<file path="src/design/dedpq_pkg.sv">
// shared constants, codes and helpers for the double-ended queue
// no dependencies
`timescale 1ns / 1ps
`default_nettype none

package dedpq_pkg;

   localparam int DEPTH      = 64;
   localparam int ITEM_WIDTH = 32;
   localparam int IDX_W      = (DEPTH > 1) ? $clog2(DEPTH) : 1;
   localparam int CNT_W      = $clog2(DEPTH + 1);
   localparam int KIND_W     = 2;
   localparam int STATUS_W   = 3;
   localparam int TOKEN_W    = 32;

   typedef enum logic [KIND_W-1:0] {
      KIND_APPEND = 2'd0,
      KIND_URGENT = 2'd1,
      KIND_REMOVE = 2'd2,
      KIND_LIST   = 2'd3
   } kind_type;

   typedef enum logic [STATUS_W-1:0] {
      ST_ACCEPTED = 3'd0,
      ST_FULL     = 3'd1,
      ST_EMPTY    = 3'd2,
      ST_REMOVED  = 3'd3,
      ST_LISTED   = 3'd4
   } status_type;

   typedef enum logic {
      S_IDLE   = 1'b0,
      S_STREAM = 1'b1
   } state_type;

   typedef logic [IDX_W-1:0]      idx_type;
   typedef logic [CNT_W-1:0]      cnt_type;
   typedef logic [ITEM_WIDTH-1:0] item_type;

   // next slot around the ring
   function automatic idx_type slot_inc(input idx_type p);
      return (p == idx_type'(DEPTH - 1)) ? '0 : idx_type'(p + 1'b1);
   endfunction

   // previous slot around the ring
   function automatic idx_type slot_dec(input idx_type p);
      return (p == '0) ? idx_type'(DEPTH - 1) : idx_type'(p - 1'b1);
   endfunction

   // base plus offset, offset at most DEPTH, so one subtract wraps it
   function automatic idx_type slot_add(input idx_type p, input cnt_type c);
      logic [CNT_W:0] s;
      s = (CNT_W + 1)'(p) + (CNT_W + 1)'(c);
      if (s >= (CNT_W + 1)'(DEPTH)) begin
         s = s - (CNT_W + 1)'(DEPTH);
      end
      return s[IDX_W-1:0];
   endfunction

   // port token to stored width
   function automatic item_type to_item(input logic [TOKEN_W-1:0] v);
      logic [63:0] t;
      t = 64'(v);
      return t[ITEM_WIDTH-1:0];
   endfunction

   // stored item to port token
   function automatic logic [TOKEN_W-1:0] to_token(input item_type v);
      logic [63:0] t;
      t = 64'(v);
      return t[TOKEN_W-1:0];
   endfunction

endpackage

`default_nettype wire

</file>
<file path="src/design/double_ended_priority_queue_top.sv">
// double-ended queue top: ring of item tokens in one synchronous memory, depends on dedpq_pkg
// append, urgent insert and any full or empty answer reach the output register in the cycle
//    after the request is taken; a remove or the first listed item passes rd_data_ff first
// append and insert requests can be taken back to back while the output is free; a remove
//    or list holds req_stall high until its last result is loaded into the output register
// reset: synchronous, active high; clears head, count, state, stream pointers and output valid, not the memory
`timescale 1ns / 1ps
`default_nettype none

module double_ended_priority_queue_top (
   input  wire logic                             clock,
   input  wire logic                             reset,
   // request channel
   input  wire logic                             req_valid,
   output logic                                  req_stall,
   input  wire logic [dedpq_pkg::KIND_W-1:0]     req_kind,
   input  wire logic [dedpq_pkg::TOKEN_W-1:0]    req_item_in,
   // result channel
   output logic                                  rsp_valid,
   input  wire logic                             rsp_stall,
   output logic [dedpq_pkg::STATUS_W-1:0]        rsp_status,
   output logic [dedpq_pkg::TOKEN_W-1:0]         rsp_item_out,
   output logic                                  rsp_last
);

   // control state
   dedpq_pkg::state_type state_ff, state_in;
   dedpq_pkg::idx_type   head_ff, head_in;
   dedpq_pkg::cnt_type   count_ff, count_in;
   dedpq_pkg::idx_type   rd_ptr_ff, rd_ptr_in;     // slot whose data sits in rd_data_ff
   dedpq_pkg::cnt_type   left_ff, left_in;         // results still owed, current one included
   logic                 listing_ff, listing_in;   // stream is a list, not a remove

   // output register
   logic                            rsp_valid_ff;
   dedpq_pkg::status_type           rsp_status_ff, rsp_status_in;
   logic [dedpq_pkg::TOKEN_W-1:0]   rsp_item_ff, rsp_item_in;
   logic                            rsp_last_ff, rsp_last_in;
   logic                            rsp_load;

   // entry memory, one write and one registered read port
   dedpq_pkg::item_type entry_mem [dedpq_pkg::DEPTH];
   dedpq_pkg::item_type rd_data_ff;
   logic                mem_we;
   dedpq_pkg::idx_type  mem_waddr;
   logic                mem_re;
   dedpq_pkg::idx_type  mem_raddr;

   // handshake
   logic                  out_free;
   logic                  req_accept;
   logic                  is_full;
   logic                  is_empty;
   dedpq_pkg::kind_type   kind;

   assign kind       = dedpq_pkg::kind_type'(req_kind);
   assign is_full    = (count_ff == dedpq_pkg::cnt_type'(dedpq_pkg::DEPTH));
   assign is_empty   = (count_ff == '0);
   // output slot can take a result this cycle
   assign out_free   = !rsp_valid_ff || !rsp_stall;
   // requests only in idle, and only when the result has somewhere to go
   assign req_stall  = (state_ff != dedpq_pkg::S_IDLE) || !out_free;
   assign req_accept = req_valid && !req_stall;

   // next state
   always_comb begin
      state_in = state_ff;
      unique case (state_ff)
         dedpq_pkg::S_IDLE: begin
            // remove and list wait for the memory read
            if (req_accept && !is_empty &&
                (kind == dedpq_pkg::KIND_REMOVE || kind == dedpq_pkg::KIND_LIST)) begin
               state_in = dedpq_pkg::S_STREAM;
            end
         end
         dedpq_pkg::S_STREAM: begin
            if (out_free && left_ff == dedpq_pkg::cnt_type'(1)) begin
               state_in = dedpq_pkg::S_IDLE;
            end
         end
         default: state_in = dedpq_pkg::S_IDLE;
      endcase
   end

   // datapath and memory control
   always_comb begin
      head_in       = head_ff;
      count_in      = count_ff;
      rd_ptr_in     = rd_ptr_ff;
      left_in       = left_ff;
      listing_in    = listing_ff;
      mem_we        = 1'b0;
      mem_waddr     = head_ff;
      mem_re        = 1'b0;
      mem_raddr     = head_ff;
      rsp_load      = 1'b0;
      rsp_status_in = dedpq_pkg::ST_ACCEPTED;
      rsp_item_in   = '0;
      rsp_last_in   = 1'b1;

      unique case (state_ff)
         dedpq_pkg::S_IDLE: begin
            if (req_accept) begin
               unique case (kind)
                  dedpq_pkg::KIND_APPEND: begin
                     rsp_load = 1'b1;
                     if (is_full) begin
                        rsp_status_in = dedpq_pkg::ST_FULL;
                     end else begin
                        // tail slot is head plus count around the ring
                        mem_we    = 1'b1;
                        mem_waddr = dedpq_pkg::slot_add(head_ff, count_ff);
                        count_in  = dedpq_pkg::cnt_type'(count_ff + 1'b1);
                     end
                  end
                  dedpq_pkg::KIND_URGENT: begin
                     rsp_load = 1'b1;
                     if (is_full) begin
                        rsp_status_in = dedpq_pkg::ST_FULL;
                     end else begin
                        // step head back, no entry moves
                        mem_we    = 1'b1;
                        mem_waddr = dedpq_pkg::slot_dec(head_ff);
                        head_in   = dedpq_pkg::slot_dec(head_ff);
                        count_in  = dedpq_pkg::cnt_type'(count_ff + 1'b1);
                     end
                  end
                  dedpq_pkg::KIND_REMOVE: begin
                     if (is_empty) begin
                        rsp_load      = 1'b1;
                        rsp_status_in = dedpq_pkg::ST_EMPTY;
                     end else begin
                        // read old head now, pointers move at once
                        mem_re     = 1'b1;
                        mem_raddr  = head_ff;
                        rd_ptr_in  = head_ff;
                        left_in    = dedpq_pkg::cnt_type'(1);
                        listing_in = 1'b0;
                        head_in    = dedpq_pkg::slot_inc(head_ff);
                        count_in   = dedpq_pkg::cnt_type'(count_ff - 1'b1);
                     end
                  end
                  dedpq_pkg::KIND_LIST: begin
                     if (is_empty) begin
                        rsp_load      = 1'b1;
                        rsp_status_in = dedpq_pkg::ST_EMPTY;
                     end else begin
                        mem_re     = 1'b1;
                        mem_raddr  = head_ff;
                        rd_ptr_in  = head_ff;
                        left_in    = count_ff;
                        listing_in = 1'b1;
                     end
                  end
                  default: ;
               endcase
            end
         end
         dedpq_pkg::S_STREAM: begin
            if (out_free) begin
               rsp_load      = 1'b1;
               rsp_status_in = listing_ff ? dedpq_pkg::ST_LISTED : dedpq_pkg::ST_REMOVED;
               rsp_item_in   = dedpq_pkg::to_token(rd_data_ff);
               rsp_last_in   = (left_ff == dedpq_pkg::cnt_type'(1));
               // fetch the next slot while this result goes out
               if (left_ff != dedpq_pkg::cnt_type'(1)) begin
                  mem_re    = 1'b1;
                  mem_raddr = dedpq_pkg::slot_inc(rd_ptr_ff);
                  rd_ptr_in = dedpq_pkg::slot_inc(rd_ptr_ff);
                  left_in   = dedpq_pkg::cnt_type'(left_ff - 1'b1);
               end
            end
         end
         default: ;
      endcase
   end

   // control registers
   always_ff @(posedge clock) begin
      if (reset) begin
         state_ff     <= dedpq_pkg::S_IDLE;
         head_ff      <= '0;
         count_ff     <= '0;
         rd_ptr_ff    <= '0;
         left_ff      <= '0;
         listing_ff   <= 1'b0;
         rsp_valid_ff <= 1'b0;
      end else begin
         state_ff   <= state_in;
         head_ff    <= head_in;
         count_ff   <= count_in;
         rd_ptr_ff  <= rd_ptr_in;
         left_ff    <= left_in;
         listing_ff <= listing_in;
         if (rsp_load) begin
            rsp_valid_ff <= 1'b1;
         end else if (!rsp_stall) begin
            rsp_valid_ff <= 1'b0;
         end
      end
   end

   // result payload, held while stalled
   always_ff @(posedge clock) begin
      if (rsp_load) begin
         rsp_status_ff <= rsp_status_in;
         rsp_item_ff   <= rsp_item_in;
         rsp_last_ff   <= rsp_last_in;
      end
   end

   // entry memory
   always_ff @(posedge clock) begin
      if (mem_we) begin
         entry_mem[mem_waddr] <= dedpq_pkg::to_item(req_item_in);
      end
      if (mem_re) begin
         rd_data_ff <= entry_mem[mem_raddr];
      end
   end

   assign rsp_valid    = rsp_valid_ff;
   assign rsp_status   = rsp_status_ff;
   assign rsp_item_out = rsp_item_ff;
   assign rsp_last     = rsp_last_ff;

endmodule

`default_nettype wire

</file>
<file path="config.mk">
export PLATFORM = sky130hd
export DESIGN_NAME = double_ended_priority_queue_top
export DESIGN_NICKNAME = d
export VERILOG_FILES = /design/src/design/dedpq_pkg.sv /design/src/design/double_ended_priority_queue_top.sv
export SDC_FILE = /design/constraint.sdc
export NUM_CORES = 2
export LEC_CHECK = 0
export ABC_AREA = 1
export BUFFER_PORTS_ARGS = -buffer_cell sky130_fd_sc_hd__buf_2
export CORE_MARGIN = 10
export CORE_UTILIZATION = 40
export DETAILED_ROUTE_END_ITERATION = 12
export GPL_TIMING_DRIVEN = 0
export HOLD_SLACK_MARGIN = 0.15
export PLACE_DENSITY = 0.65
export SETUP_SLACK_MARGIN = 0.1
export SYNTH_ARGS = -nofsm -noshare
export SYNTH_HDL_FRONTEND = slang
export SYNTH_SLANG_ARGS = --single-unit
export TNS_END_PERCENT = 100
</file>
<file path="constraint.sdc">
create_clock -name clock -period 4.6 [get_ports clock]
set_clock_uncertainty 0.2 [all_clocks]
set_input_delay 0.23 -clock clock [delete_from_list [all_inputs] [get_ports clock]]
set_output_delay 0.23 -clock clock [all_outputs]
set_load 0.05 [all_outputs]
</file>
Word level (Yosys, flattened, before mapping)
Memory sizes are Yosys's and may differ from the RTL's. A register that Yosys moved wholly into a read port is not among the register bits.
Index checks and enable logic that the tools add are counted.
{ "totals": {"register_bits": 65, "mem_count": 1, "word_cells": 129, "ram_bits": 2048, "in_bits": 38} }
{ "memory_table": {"columns": ["name", "words", "width", "rd", "rd_ports_with_merged_regs", "wr", "line", "source"], "rows": [
  ["entry_mem", 64, 32, 1, 1, 1, "double_ended_priority_queue_top.sv:42", "dedpq_pkg::item_type entry_mem [dedpq_pkg::DEPTH];"]
]} }
{ "classes": {"bitwise": 1, "eq_ne": 20, "add_sub_neg": 8, "n_lt_le_gt_ge": 1, "mux": 62, "reduce_logical": 26} }
{ "op_table": {"columns": ["operator", "n"], "rows": [
  ["6-bit 2-to-1 mux", 16],
  ["7-bit 2-to-1 mux", 7],
  ["6-bit one-hot mux with 2 select lines", 4],
  ["7-bit one-hot mux with 2 select lines", 3],
  ["1-bit 2-to-1 mux", 21],
  ["5-bit AND reduction", 3],
  ["7-bit by 1-bit subtractor with 7-bit output, second input constant", 2],
  ["6-bit by 1-bit adder with 6-bit output, second input constant", 2],
  ["6-bit equality test, second input constant", 2],
  ["2-bit inequality test, second input constant", 6],
  ["3-bit one-hot mux with 2 select lines", 2],
  ["6-bit by 1-bit subtractor with 6-bit output, second input constant", 2],
  ["1-bit one-hot mux with 2 select lines", 5],
  ["3-bit 2-to-1 mux", 3],
  ["3-bit inequality test, second input constant", 3],
  ["6-bit by 7-bit adder with 8-bit output", 1],
  ["8-bit by 7-bit greater-or-equal comparator with 1-bit output, second input constant", 1],
  ["7-bit by 1-bit adder with 7-bit output, second input constant", 1],
  ["7-bit by 1-bit equality test with 1-bit output, second input constant", 1],
  ["7-bit equality test, second input constant", 1],
  ["7-bit logical NOT", 1],
  ["7-bit by 1-bit inequality test with 1-bit output, second input constant", 1],
  ["6-bit logical NOT", 1],
  ["2-bit by 1-bit inequality test with 1-bit output, second input constant", 3],
  ["other kinds (13)", 26]
]} }

Logic depth before layout (Yosys ltp)
{ "logic_depth": {"ltp_word": 10, "depth_mapped": 19, "depth_no_buf": 17} }

Worst setup path after synthesis
OpenSTA, ideal clock, no wires.
{ "synth_path": {"path_kind": "flip-flop to flip-flop", "startpoint": "register head_ff[0]", "endpoint": "memory entry_mem[10][0] (netlist name) (enable)", "stages_incl_launch_ff": 15, "n_path_buf": 0, "synth_period_minus_slack_ns": 4.021, "t_arrival_ns": 3.400, "path_slack_ns": 0.579, "setup_time_ns": 0.421, "cell_sequence": "dfxtp_1 > ha_1 > inv_1 > fa_1 > inv_1 > nand2_1 > a21oi_1 > nor2_1 > nand2_1 > nand2_1 > o21ai_0 > nand3_1 > nand2_1 > nand4_1 > nor2_1"} }
{ "synth_between": {"elab_chain_len": 7, "elab_cells_between_ends": 12, "classes_between": "3 x add/sub; 1 x order compare; 7 x mux; 1 x reduce/logical"} }
{ "synth_rtl": {"columns": ["element", "line", "source"], "rows": [
  ["start: declaration", "double_ended_priority_queue_top.sv:28", "dedpq_pkg::idx_type head_ff, head_in;"],
  ["start signal: assignment", "double_ended_priority_queue_top.sv:190", "head_ff <= head_in;"],
  ["6-bit by 7-bit adder with 8-bit output", "dedpq_pkg.sv:53", "s = (CNT_W + 1)'(p) + (CNT_W + 1)'(c);"],
  ["8-bit by 7-bit greater-or-equal comparator with 1-bit output / 6-bit by 1-bit subtractor with 6-bit output (equally long branches)", "dedpq_pkg.sv:54, dedpq_pkg.sv:55", null],
  ["6-bit 2-to-1 mux", "dedpq_pkg.sv:54", "if (s >= (CNT_W + 1)'(DEPTH)) begin"],
  ["6-bit 2-to-1 mux", "double_ended_priority_queue_top.sv:107", "if (is_full) begin"],
  ["6-bit one-hot mux with 2 select lines", "double_ended_priority_queue_top.sv:104", "unique case (kind)"],
  ["6-bit 2-to-1 mux", "double_ended_priority_queue_top.sv:103", "if (req_accept) begin"],
  ["6-bit 2-to-1 mux *", "double_ended_priority_queue_top.sv:101", "unique case (state_ff)"],
  ["end: declaration", "double_ended_priority_queue_top.sv:42", null]
]} }
Mark *: on every way between the ends. The rest lies on a longest branch, timed or not.

Worst setup path in the final report
{ "layout_path": {"startpoint": "register left_ff[1]", "endpoint": "register rd_data_ff[6], read port of entry_mem, data pin"} }
{ "layout_between": {"elab_chain_len": 4, "elab_cells_between_ends": 7, "classes_between": "1 x eq/ne; 6 x mux"} }
{ "layout_rtl": {"columns": ["element", "line", "source"], "rows": [
  ["start: declaration", "double_ended_priority_queue_top.sv:31", "dedpq_pkg::cnt_type left_ff, left_in;"],
  ["start signal: assignment", "double_ended_priority_queue_top.sv:193", "left_ff <= left_in;"],
  ["7-bit by 1-bit inequality test with 1-bit output *", "double_ended_priority_queue_top.sv:166", "if (left_ff != dedpq_pkg::cnt_type'(1)) begin"],
  ["6-bit 2-to-1 mux / 1-bit 2-to-1 mux (equally long branches)", "double_ended_priority_queue_top.sv:166", null],
  ["6-bit 2-to-1 mux / 1-bit 2-to-1 mux (equally long branches)", "double_ended_priority_queue_top.sv:160", "if (out_free) begin"],
  ["6-bit one-hot mux with 2 select lines / 1-bit one-hot mux with 2 select lines (equally long branches)", "double_ended_priority_queue_top.sv:101", null],
  ["end: declaration", "double_ended_priority_queue_top.sv:43", "dedpq_pkg::item_type rd_data_ff;"]
]} }
Marks and branches as above.
A chain may end at the register's enable or synchronous reset.

==> qor.yml <==
instances_no_fill: 13000
syn2layout_area_growth_pct: 17.0
violations: "max-slew violations, negative setup slack"
die_width_um: 506
synth_top_flop_cell: "edfxtp_1"
outcome: "finished with violations"
worst_slack_ns: -0.0604
ios: 76
start_util_pct: 40.2
worstSetupPathType: "register to register"
synth_edf_count: 2116
final_antenna_net_count: 0
synth_area_mm2: 0.0944
via_count: 71400
async_flop_share_pct: 0
cts_buffer_depth: 3
p_switching_uw: 16600
cts-root-buf: "clkbuf_16"
ys_seq_area_share_pct: 67.9
hold_class: "primary input to register"
yosysMostFrequentCell: "nand3_1"
final_nets: 9657
clock.fmax_mhz: 215
maxCapViolCount: 0
grt_overflow_total: 0
yosys-top-cells-count: "2,166 x nand3_1, 2,116 x edfxtp_1, 1,926 x nand2_1, 1,879 x inv_1, 200 x buf_2"
multiInputGateArea_mm2: 0.0214
clkSinkCount: 2145
switching_share_pct: 32.5
yosysUniqueCellTypes: 44
synth-seq-cells: 2145
startpoint_type: "register"
synth.largest_area_cell: "edfxtp_1"
fillers: 20900
wire_per_inst_um: 27.0
intPower_uw: 34400
tightestPinTransition_ns: 1.52
synthCells: 9047
period_share_pct: 101
power_frac_clock_pct: 34.7
cts_buffers: 216
hpwl_um: 238000
vdd_ir_drop_max_v: 0.000445
worstPathRequired_ns: 4.94
maxSlewHeadroom_pct: -1.06
dpl.cell_count: 12400
grt_use_total_pct: 26.2
port_buffers: 74
hold_viol_final: 0
vias_per_cell: 5.51
p_per_area_mw_per_mm2: 462
synth.avg_cell_area_um2: 10.4
ys_top_cells_by_area: "edfxtp_1 67%, nand3_1 11%, nand2_1 7.7%"
drv_slew: 83
grt_max_degree: 65
synth_top_area_share_pct: 67.3
cts.clk_slew.worst_paths_ns: 0.06
drc: 0
p_comb_share_pct: 22.1
synth_nets: 9107
clk_latency_ns: 0.91
drtPass1Iterations: 8
routed_wirelength_um: 350000
dp_slack_ns: -0.989
cts_tree: "built"
min_period_ns: 4.66
p_total_uw: 51000
num_rows: 178
cp_max_fo: 10
rsz0062_at_grt: "true"
yosysWarnings: 0
seq_area_mm2: 0.0641
leakagePower_uw: 0.0459
gp_congestion: 0.972
drive_gt1_share_pct: 10.4
power_frac_seq_pct: 43.2
htreeDepth: 4
drtIter0Drc: 12100
critical_path_arrival_ns: 5.00
design.core.area_mm2: 0.235
fp.dieH_um: 506
end_kind: "register"
die-area_mm2: 0.256
grt_pass1_wl_um: 483000
grt_antenna_before_repair: 38
grt_pass1_vias: 65600
setup_viol: 1
[cells in the final DEF (no fill, tap or decap), types with 11 or more instances in the layout]
cell type / count
nand3_1: 2153
edfxtp_1: 2116
nand2_1: 1919
inv_1: 1879
buf_2: 252
clkbuf_16: 217
clkbuf_1: 168
buf_4: 153
nand3b_1: 129
buf_12: 110
nor2_4: 66
nor2_1: 58
clkinv_1: 58
dlygate4sd3_1: 48
buf_1: 47
o21ai_0: 43
a21oi_1: 37
clkinv_2: 36
clkbuf_2: 34
dfxtp_1: 29
buf_16: 22
ha_1: 20
bufinv_16: 20
buf_6: 19
diode_2: 17
nand3_2: 13
xor2_1: 12
nand2_2: 11
clkbuf_4: 11
[through the flow]
stage	hold WS [ns]	utilization [%]	TNS [ns]	instance area (µm²)
6_report	0.214	47.0	-0.0604	110000
5_1_grt	0.228	47.0	0	110000
3_3_place_gp	0.295	42.0	-4858.91	98700
4_1_cts	0.205	46.8	0	110000
3_5_place_dp	0.303	43.1	-338.52	101000
2_1_floorplan	0.129	-	0	94400
[area by class of cell]
class / count / area share (%)
Antenna cell: 17 / 0.0385
Buffer: 490 / 2.32
Clock buffer: 265 / 5.08
Clock inverter: 139 / 1.29
Inverter: 1888 / 6.42
Multi-Input combinational cell: 4524 / 19.4
Sequential cell: 2145 / 58.0
Tap cell: 3150 / 3.57
Timing Repair Buffer: 332 / 3.89
[repair_timing]
action                     in CTS  in global routing
resized for setup              45                 71
hold endpoints to repair     1968                  0
pin swaps                      41                 19
hold buffers                   48                  0
setup endpoints to repair    1885                679
setup buffers                  89                 26
[registers in the layout, indices dropped and copies added (netlist names)]
| name | flops |
|---|---|
| left_ff | 7 |
| rsp_last | 1 |
| state_ff | 1 |
| rsp_valid | 1 |
| head_ff | 6 |
| rsp_item_out | 32 |
| rd_ptr_ff | 6 |
| entry_mem | 2048 |
| count_ff | 7 |
| rsp_status | 3 |
| rd_data_ff | 32 |
| listing_ff | 1 |
[critical path: stages (launching register included)]
cell	delay (ns)
dfxtp_1	0.33
inv_1	0.07
ha_1	0.20
inv_1	0.06
nor2_1	0.04
nand3_2	0.16
nand2_4	0.13
o21ai_2	0.60
buf_2	0.53
buf_1	0.94
nand3_1	0.16
nand3_1	0.12
nand3_1	0.20
nand3_1	0.31
nand2_1	0.28
[path summary, 6_finish.rpt]
kind	from	to	slack (ns)	cells past startpoint
max	left_ff[1]	rd_data_ff[6]	-0.06	14
min	req_item_in[13]	entry_mem[62][13]	0.21	3
max reg2reg	left_ff[1]	rd_data_ff[6]	-0.06	14
min reg2reg	left_ff[4]	left_ff[4]	0.31	2
[power groups by stage]
stage | sequential, µW | clock, µW | combinational (µW)
global placement | 22500 | 0 | 10300
finish | 22000 | 17700 | 11300
detailed placement | 22500 | 0 | 10600
floorplan | 22600 | 0 | 5460
global route | 22100 | 18500 | 11700
CTS | 22000 | 17700 | 10700
[layer usage]
layer	vias to the layer above	global-route usage [%]	share of wire, %
li1	30800	-	-
met1	34200	34.2	36
met2	5209	38.7	43
met3	1134	6.16	13
met4	14	17.9	8.3
met5	-	0	0.025
[cells by family after synthesis]
family,Yosys count,share of synthesized area [%]
and+or+nand+nor,4375,20.9
buffers and inverters,2378,10.1
DFF,2145,67.9
AOI/OAI and AO/OA,111,0.661
adders and majority gates,22,0.307
xor gates and xnor gates,16,0.148
Power figures use the tool's default switching activity.
